$ cat src/design/lccs_pkg.sv
// Shared types, codes and threshold table of the load to core count selector.
`default_nettype none

package lccs_pkg;

    typedef enum logic [1:0] {
        ACT_NONE  = 2'd0,
        ACT_RAISE = 2'd1,
        ACT_LOWER = 2'd2,
        ACT_HELD  = 2'd3
    } t_action;

    typedef enum logic {
        OP_SAMPLE = 1'b0,
        OP_TOUCH  = 1'b1
    } t_operation;

    typedef struct packed {
        t_operation  operation;
        logic [31:0] load_avg;
        logic [63:0] now_us;
        logic [2:0]  online_cores;
    } t_in_item;

    typedef struct packed {
        logic [2:0] target_cores;
        t_action    action;
    } t_out_item;

    localparam int unsigned CFG_IDX_W  = 3;
    localparam int unsigned CFG_DATA_W = 32;

    localparam logic [CFG_IDX_W-1:0] CFG_MIN_CORES     = 3'd0;
    localparam logic [CFG_IDX_W-1:0] CFG_MAX_CORES     = 3'd1;
    localparam logic [CFG_IDX_W-1:0] CFG_BOOST_CORES   = 3'd2;
    localparam logic [CFG_IDX_W-1:0] CFG_PROFILE       = 3'd3;
    localparam logic [CFG_IDX_W-1:0] CFG_BOOST_LOCK_US = 3'd4;

    localparam logic [2:0]  RST_MIN_CORES     = 3'd1;
    localparam logic [2:0]  RST_MAX_CORES     = 3'd4;
    localparam logic [2:0]  RST_BOOST_CORES   = 3'd2;
    localparam logic [1:0]  RST_PROFILE       = 2'd0;
    localparam logic [31:0] RST_BOOST_LOCK_US = 32'd500000;

    localparam logic [63:0] TOUCH_GAP_US = 64'd150000;

    // Table codes 0 to 3 are the four-core profiles; 4, 5 and 6 serve
    // three, two and one core.
    localparam logic [2:0] TAB_THREE = 3'd4;
    localparam logic [2:0] TAB_TWO   = 3'd5;
    localparam logic [2:0] TAB_ONE   = 3'd6;

    function automatic logic [4:0] thr_lookup(input logic [2:0] tab, input logic [1:0] idx);
        logic [4:0] v;
        v = 5'd0;
        unique case ({tab, idx})
            {3'd0, 2'd0}: v = 5'd7;
            {3'd0, 2'd1}: v = 5'd10;
            {3'd0, 2'd2}: v = 5'd13;
            {3'd1, 2'd0}: v = 5'd4;
            {3'd1, 2'd1}: v = 5'd7;
            {3'd1, 2'd2}: v = 5'd10;
            {3'd2, 2'd0}: v = 5'd10;
            {3'd2, 2'd1}: v = 5'd18;
            {3'd2, 2'd2}: v = 5'd24;
            {3'd4, 2'd0}: v = 5'd7;
            {3'd4, 2'd1}: v = 5'd10;
            {3'd5, 2'd0}: v = 5'd4;
            default:      v = 5'd0;
        endcase
        return v;
    endfunction

endpackage

`default_nettype wire

$ cat src/design/load_to_core_count_selector_unit.sv
// Top level of the load to core count selector.
//
// The input channel carries items that are either a load sample or a touch
// event; every item yields exactly one result item holding the wanted core
// count and the action to take. Both channels use valid and stall, and an
// item moves at a clock edge where valid is high and stall is low.
// An accepted item lands in an input register, is evaluated combinationally
// and is written to the result register. One item is taken every cycle while
// the output side keeps up; the single compare-and-clamp stage sets that rate.
// When the receiver stalls, the result holds and the input register still
// takes one more item; after that the input side stalls as well.
// The configuration port is a plain write port; the user writes it only
// while the block is idle, which the block itself does not enforce. A
// synchronous active-low reset empties both registers, loads the register
// reset values and clears the level and time history.
`default_nettype none

module load_to_core_count_selector_unit #(
    parameter int unsigned MAX_CORE_COUNT = 4,
    parameter int unsigned LOAD_FRAC_BITS = 11
) (
    input  wire logic                                 i_clk,
    input  wire logic                                 i_rst_n,
    input  wire logic                                 i_valid,
    output logic                                      o_stall,
    input  wire lccs_pkg::t_in_item                   i_in_item,
    output logic                                      o_valid,
    input  wire logic                                 i_stall,
    output lccs_pkg::t_out_item                       o_out_item,
    input  wire logic                                 i_cfg_we,
    input  wire logic [lccs_pkg::CFG_IDX_W-1:0]       i_cfg_idx,
    input  wire logic [lccs_pkg::CFG_DATA_W-1:0]      i_cfg_data
);

    localparam int unsigned TW = 6 + LOAD_FRAC_BITS;
    localparam logic [2:0]  MAX_LIM = 3'(MAX_CORE_COUNT);

    logic [2:0]         r_min;
    logic [2:0]         r_max;
    logic [2:0]         r_boost;
    logic [1:0]         r_profile;
    logic [31:0]        r_lock_us;

    logic               r_in_valid;
    lccs_pkg::t_in_item r_in;
    logic               r_out_valid;
    lccs_pkg::t_out_item r_out;
    lccs_pkg::t_out_item n_out;

    logic [2:0]         r_last_level;
    logic [2:0]         n_last_level;
    logic [63:0]        r_last_touch;
    logic [63:0]        n_last_touch;
    logic [63:0]        r_last_boost;
    logic [63:0]        n_last_boost;

    logic               advance;
    logic               accept;
    logic [2:0]         lo;
    logic [2:0]         hi;

    function automatic logic [2:0] lim(input logic [2:0] v);
        logic [2:0] r;
        r = v;
        if (v == 3'd0) begin
            r = 3'd1;
        end else if (v > MAX_LIM) begin
            r = MAX_LIM;
        end
        return r;
    endfunction

    function automatic lccs_pkg::t_out_item decide(
        input logic [2:0] want,
        input logic [2:0] online,
        input logic [2:0] lo_v,
        input logic [2:0] hi_v,
        input logic [2:0] boost,
        input logic       locked
    );
        lccs_pkg::t_out_item o;
        logic [2:0] t;
        t = want;
        if (t < lo_v) begin
            t = lo_v;
        end else if (t > hi_v) begin
            t = hi_v;
        end
        o.target_cores = t;
        o.action = lccs_pkg::ACT_NONE;
        if (t < online) begin
            if (online <= boost && locked) begin
                o.action = lccs_pkg::ACT_HELD;
            end else begin
                o.action = lccs_pkg::ACT_LOWER;
            end
        end else if (t > online) begin
            o.action = lccs_pkg::ACT_RAISE;
        end else begin
            o.target_cores = online;
        end
        return o;
    endfunction

    assign advance = !r_out_valid || !i_stall;
    assign o_stall = r_in_valid && !advance;
    assign accept  = i_valid && !o_stall;
    assign lo      = lim(r_min);
    assign hi      = lim(r_max);

    always_comb begin
        logic [2:0]    top;
        logic [2:0]    tab;
        logic [4:0]    shamt;
        logic [5:0]    thr;
        logic [TW-1:0] thr_sh;
        logic [2:0]    lvl;
        logic          found;
        logic          lock_cmp;
        logic [63:0]   touch_gap;

        top       = hi;
        tab       = lccs_pkg::TAB_ONE;
        shamt     = 5'(LOAD_FRAC_BITS) - 5'(top) + 5'd1;
        lvl       = top;
        found     = 1'b0;
        thr       = 6'd0;
        thr_sh    = '0;
        lock_cmp  = (r_in.now_us - r_last_touch) < {32'd0, r_lock_us};
        touch_gap = r_in.now_us - r_last_boost;

        if (top >= 3'd4) begin
            tab = {1'b0, r_profile};
        end else if (top == 3'd3) begin
            tab = lccs_pkg::TAB_THREE;
        end else if (top == 3'd2) begin
            tab = lccs_pkg::TAB_TWO;
        end

        for (int k = 1; k < 4; k++) begin
            if (!found && 3'(k) < top) begin
                thr = {1'b0, lccs_pkg::thr_lookup(tab, 2'(k - 1))};
                if (r_last_level <= 3'(k)) begin
                    thr = thr + {2'b00, top, 1'b0};
                end
                thr_sh = TW'(thr) << shamt;
                if (r_in.load_avg <= 32'(thr_sh)) begin
                    found = 1'b1;
                    lvl   = 3'(k);
                end
            end
        end

        n_out.target_cores = r_in.online_cores;
        n_out.action       = lccs_pkg::ACT_NONE;
        n_last_level       = r_last_level;
        n_last_touch       = r_last_touch;
        n_last_boost       = r_last_boost;

        if (r_in.operation == lccs_pkg::OP_SAMPLE) begin
            n_last_level = lvl;
            n_out = decide(lvl, r_in.online_cores, lo, hi, r_boost, lock_cmp);
        end else if (r_boost != 3'd1) begin
            n_last_touch = r_in.now_us;
            if (touch_gap >= lccs_pkg::TOUCH_GAP_US
                    && r_in.online_cores < r_boost && r_boost > lo) begin
                // The touch time was just recorded, so the lock runs unless it is zero.
                n_out = decide(r_boost, r_in.online_cores, lo, hi, r_boost,
                               r_lock_us != 32'd0);
                n_last_boost = r_in.now_us;
            end
        end
    end

    always_ff @(posedge i_clk) begin
        if (!i_rst_n) begin
            r_min     <= lccs_pkg::RST_MIN_CORES;
            r_max     <= lccs_pkg::RST_MAX_CORES;
            r_boost   <= lccs_pkg::RST_BOOST_CORES;
            r_profile <= lccs_pkg::RST_PROFILE;
            r_lock_us <= lccs_pkg::RST_BOOST_LOCK_US;
        end else if (i_cfg_we) begin
            unique case (i_cfg_idx)
                lccs_pkg::CFG_MIN_CORES:     r_min     <= i_cfg_data[2:0];
                lccs_pkg::CFG_MAX_CORES:     r_max     <= i_cfg_data[2:0];
                lccs_pkg::CFG_BOOST_CORES:   r_boost   <= i_cfg_data[2:0];
                lccs_pkg::CFG_PROFILE:       r_profile <= i_cfg_data[1:0];
                lccs_pkg::CFG_BOOST_LOCK_US: r_lock_us <= i_cfg_data;
                default: begin
                end
            endcase
        end
    end

    always_ff @(posedge i_clk) begin
        if (!i_rst_n) begin
            r_in_valid   <= 1'b0;
            r_out_valid  <= 1'b0;
            r_last_level <= 3'd0;
            r_last_touch <= 64'd0;
            r_last_boost <= 64'd0;
        end else begin
            if (accept) begin
                r_in_valid <= 1'b1;
            end else if (advance) begin
                r_in_valid <= 1'b0;
            end
            if (advance) begin
                r_out_valid <= r_in_valid;
            end
            if (advance && r_in_valid) begin
                r_last_level <= n_last_level;
                r_last_touch <= n_last_touch;
                r_last_boost <= n_last_boost;
            end
        end
    end

    always_ff @(posedge i_clk) begin
        if (accept) begin
            r_in <= i_in_item;
        end
        if (advance && r_in_valid) begin
            r_out <= n_out;
        end
    end

    assign o_valid    = r_out_valid;
    assign o_out_item = r_out;

endmodule

`default_nettype wire

$ cat config.mk
export PLATFORM = sky130hd
export DESIGN_NAME = load_to_core_count_selector_unit
export DESIGN_NICKNAME = d
export VERILOG_FILES = /design/src/design/lccs_pkg.sv /design/src/design/load_to_core_count_selector_unit.sv
export SDC_FILE = /design/constraint.sdc
export NUM_CORES = 1
export LEC_CHECK = 0
export ABC_AREA = 1
export BUFFER_PORTS_ARGS = -buffer_cell sky130_fd_sc_hd__buf_2
export CAP_MARGIN = 30
export CELL_PAD_IN_SITES_DETAIL_PLACEMENT = 0
export CELL_PAD_IN_SITES_GLOBAL_PLACEMENT = 1
export CORE_UTILIZATION = 45
export DETAILED_ROUTE_END_ITERATION = 8
export GPL_TIMING_DRIVEN = 0
export PLACE_DENSITY_LB_ADDON = 0.05
export SYNTH_ARGS = -nofsm -noshare
export SYNTH_HDL_FRONTEND = slang
export SYNTH_SLANG_ARGS = --single-unit
$ cat constraint.sdc
create_clock -name i_clk -period 8.2 [get_ports i_clk]
set_clock_uncertainty 0.05 [all_clocks]
set_input_delay 0.82 -clock i_clk [delete_from_list [all_inputs] [get_ports i_clk]]
set_output_delay 0.82 -clock i_clk [all_outputs]
set_load 0.005 [all_outputs]
== Word level (Yosys, flattened, before mapping) ==
Index checks and enable logic that the tools add are counted.
Cells by class
  reduce and logical (&&, ||, !) cells: 32
  shift operators: 3
  multiply operators: 0
  divide/modulo/power cells: 0
  magnitude comparators: 25
  mux-type cells: 52
  equal/unequal tests: 11
  bitwise operators: 1
  add/sub/neg operators: 7
Operators by type and width (count)
  64-bit subtractor: 2
  32-bit by 17-bit less-or-equal comparator with 1-bit output: 3
  3-bit two-way mux: 23
  64-bit by 18-bit greater-or-equal comparator with 1-bit output, second input constant: 1
  64-bit by 32-bit less-than comparator with 1-bit output: 1
  6-bit by 5-bit left shift with 17-bit output: 3
  6-bit two-way mux: 6
  32-bit nonzero test: 1
  5-bit two-way mux: 6
  5-bit one-hot mux with 3 select lines: 2
  5-bit by 4-bit adder with 6-bit output: 3
  3-bit by 2-bit == test with 1-bit output, second input constant: 5
  3-bit > comparator: 5
  3-bit less-than comparator: 5
  3-bit zero test: 4
  4-bit one-hot mux with 3 select lines: 1
  2-bit AND reduction: 6
  1-bit two-way mux: 10
  3-bit == test, second input constant: 3
  1-bit logical AND: 9
  2-bit two-way mux: 4
  3-bit by 1-bit == test with 1-bit output, second input constant: 2
  3-bit > comparator, second input constant: 2
  3-bit by 2-bit less-or-equal comparator with 1-bit output, second input constant: 2
  other kinds (15): 22
Word-level totals
  bits in read-only memories: 0
  memories: 0
  input bits: 140
  output and inout port bits: 7
  flip-flop bits (word level): 281
  bits in writable memories: 0
  latch bits: 0
  logic and storage cells: 147

== Depth between registers and ports, before layout ==
  depth after elaboration: 46
  mapped depth: 60
  mapped depth without buffers: 59

== Worst setup path before layout ==
Ideal clock, no wire load.
  path type: flip-flop to flip-flop
  start point: register r_max[2]
  end point: register r_out (netlist bit o_out_item[0]), data pin
  data required time: 8.020 ns
  clock period less this slack: 6.369 ns
  stages on the path, launching flop included: 57
  path buffers: 1
  slack: 1.831 ns
  data arrival time: 6.189 ns
  library setup time: 0.130 ns
  cells stage by stage: dfxtp_1 > clkbuf_1 > inv_1 > nor2_1 > inv_1 > nand2_1 > inv_1 > nor2_1 > inv_1 > nand2_1 > ha_1 > inv_1 > fa_1 > inv_1 > nor2_1 > o21ai_0 > o21ai_0 > nor2_1 > (+21 left out) > nand2_1 > nand2_1 > ha_1 > a31oi_1 > nand2_1 > inv_1 > nand3_1 > nor3_1 > nand2_1 > nor2_1 > nand2_1 > nor2_1 > nand3_1 > nor2_1 > nand3_1 > nand2_1 > nand2_1 > nand2_1
RTL lines
  from (decl): line load_to_core_count_selector_unit.sv:39  | logic [2:0] r_max;
  from (signal assigned): line load_to_core_count_selector_unit.sv:178  | r_max <= lccs_pkg::RST_MAX_CORES;
  from (signal assigned): line load_to_core_count_selector_unit.sv:185  | lccs_pkg::CFG_MAX_CORES: r_max <= i_cfg_data[2:0];
  to (signal assigned): line load_to_core_count_selector_unit.sv:224  | r_out <= n_out;
  to (decl): line load_to_core_count_selector_unit.sv:47  | lccs_pkg::t_out_item r_out;

==> flow_summary.ini <==
[outcome]
status = complete, no violations

[floorplan]
core_region_area_sq_um = 53810
rows = 85
io_pins = 147
start_util_pct = 45.54
die_area_sq_um = 55400
die_w_microns = 235.4
die_height_microns = 235.4

[clock_network]
cts_root_buf = clkbuf_16
clk_latency_ps = 560
h-tree-depth = 2
tritoncts = built
ctsLongestPathBuffers = 3
clk_pin_slew_ps = 60
cts.sinks = 281
cts-buffers-inserted = 34

[grt]
grt_overflow = 0
grt_pass1_wl_mm = 127.5
grt_pass1_vias = 22667
grtUsageTotal_pct = 29.58
antenna_found_initial = 1
grt_max_degree = 68

[setup_path]
crit_required_ps = 8550
slowest_delay_ps = 450
startpoint_type = register
cp_max_fo = 8
cp.arrival_ps = 7860
critPathCaptureType = register
crit_type = register to register
slowest_stage = dfxtp_4
crit_path_frequent_cell = nand2_1

[timing]
setup_viol = 0
tightest_slew_ps = 1061
timing.fmax_mhz = 133.1
layout_min_cycle_time_ps = 7512
slew_headroom_pct = 29.25
slew_viol_final = 0
post-route-period-util_pct = 91.61
hold_viol_final = 0
fin_tns_setup_ps = 0

[worst_hold_path]
hp-class = input port to register

[final_layout]
layout-drive-gt1-share_pct = 6.561
fin_nets = 4500
area.growth.synth_to_final_pct = 12.73
final_cell_mix = 1,182 x nand2_1, 724 x inv_1, 357 x nor2_1, 346 x a21oi_1, 236 x ha_1
layout_commonest_cell = nand2_1

[synthesis]
syn_area_per_cell_sq_um = 6.263
syn_area_sq_um = 24510
ys.flop_type = dfxtp_1
async_flop_share_pct = 0
synth_cell_type_count = 51
seq_area_frac_synth_pct = 27.24
synth_edf_count = 105
yosys_warnings = 0
postSynthCellCount = 3913
yosysTopAreaCell = nand2_1
synth.top_cell.area_share_pct = 18.18
synth-seq-cells = 281
synth_area_leaders = nand2_1 18%, dfxtp_1 14%, edfxtp_1 13%

[detailed_routing]
vias = 24734
remaining_drc_errors = 0
wire_per_inst_microns = 17.10
antenna_left = 0
drt-pass1-iter-count = 6
wl_mm = 82.81
dr.first_iter.drc_count = 1971
viasPerCell = 5.107

[placement]
hpwl_mm = 69.92
gp_congestion = 0.9578
portBuffers = 145

[pwr]
ir_drop_mv = 0.2017
p_leak_nw = 13.40
total_power_mw = 4.586
powerDensity_nw_per_um2 = 166.0

[flow_run]
drv_cap = 0
-- kinds of logic after synthesis --
kind of cell | synth area share (%)
compound gates | 14.64
xor+xnor | 2.251
fa+ha+maj | 12.37
buf+inv | 12.53
flops | 27.24
mux | 0.04084
other cells | 0.03064
simple gates | 30.89
-- per-stage QoR --
step / utilization [%] / hold slack, ps / setup WS (ps) / cells / area, sq um
final: 51.34 / 385.0 / 688.2 / 4843 / 27630
after detailed placement: 48.73 / 398.8 / -560.5 / 4778 / 26220
after global routing: 51.34 / 366.3 / -59.32 / 4842 / 27630
after CTS: 51.08 / 357.1 / 10.39 / 4839 / 27490
after global placement: 48.67 / 393.2 / -472.7 / 4777 / 26190
after floorplan: - / 379.6 / 1831 / 3936 / 24590
-- layout make-up --
type,instances,area [sq um]
Buffer,59,275.3
Fill cell,5792,26190
Sequential cell,281,6680
Tap cell,696,870.8
Inverter,743,2799
Clock buffer,47,1035
Clock inverter,15,230.2
Timing Repair Buffer,149,775.7
Multi-Input combinational cell,2852,14960
Antenna cell,1,2.502
-- worst max-delay path: cells and delay by family, from the launching register on --
| kind | cells | cell delay, ps |
|---|---|---|
| compound gates | 9 | 1560 |
| fa+ha+maj | 4 | 1370 |
| buf+inv | 5 | 490 |
| flops | 1 | 450 |
| mux | 1 | 130 |
| simple gates | 28 | 3280 |
-- routing by layer --
metal  GRT usage (%)  wire [microns]  vias up
li1                -               -    12904
met1           43.54           40910    11116
met2           46.31           35350      630
met3           3.401            5003       84
met4           6.001            1544        0
met5               0               0        -
-- path summary, 6_finish.rpt --
check                   start               end  slack, ps  cells after the start
min             i_in_item[30]          r_in[30]        380                      1
max                  r_max[2]     o_out_item[0]        690                     47
max reg2reg          r_max[2]     o_out_item[0]        690                     47
min reg2reg  r_last_touch[62]  r_last_touch[62]        400                      2
-- what timing repair did --
action | in CTS | in global routing
pin swaps | 0 | 9
hold buffers | 0 | 0
endpoints found under the setup margin | 1 | 4
resized for setup | 5 | 38
setup buffers | 0 | 3
-- flip-flops by register name, indices dropped and copies added, names as in the netlist --
register	cells
r_boost	3
r_lock_us	32
r_in_valid	1
r_in	100
r_last_touch	64
r_min	3
r_max	3
o_valid	1
r_profile	2
o_out_item	5
r_last_level	3
r_last_boost	64
-- synthesized netlist by cell type (all sizes together), types with 2 or more instances --
library cell and count:
nand4 46, fa 4, a211oi 2, a21boi 7
dfxtp 176, o221ai 3, conb 2, inv 741
clkinv 2, nor4 21, clkbuf 46, edfxtp 105
o21bai 17, nand3b 27, xor2 37, xnor2 26
o21a 7, a22oi 5, nand3 155, nor2 371
o21ai 211, a31oi 22, and2 8, a21oi 346
ha 236, o211ai 21, nor3 35, o2111ai 2
buf 14, a21o 20, nand2 1189
-- where the power goes --
group          leakage (nW)  internal [mW]  switching (mW)  total [mW]
Sequential             2.46           1.52          0.0609        1.58
Clock                 0.614           1.05           0.651        1.70
Combinational          10.3          0.451           0.855        1.31
Total                  13.4           3.02            1.57        4.59
Note: power is estimated with default switching activity, not from simulation.
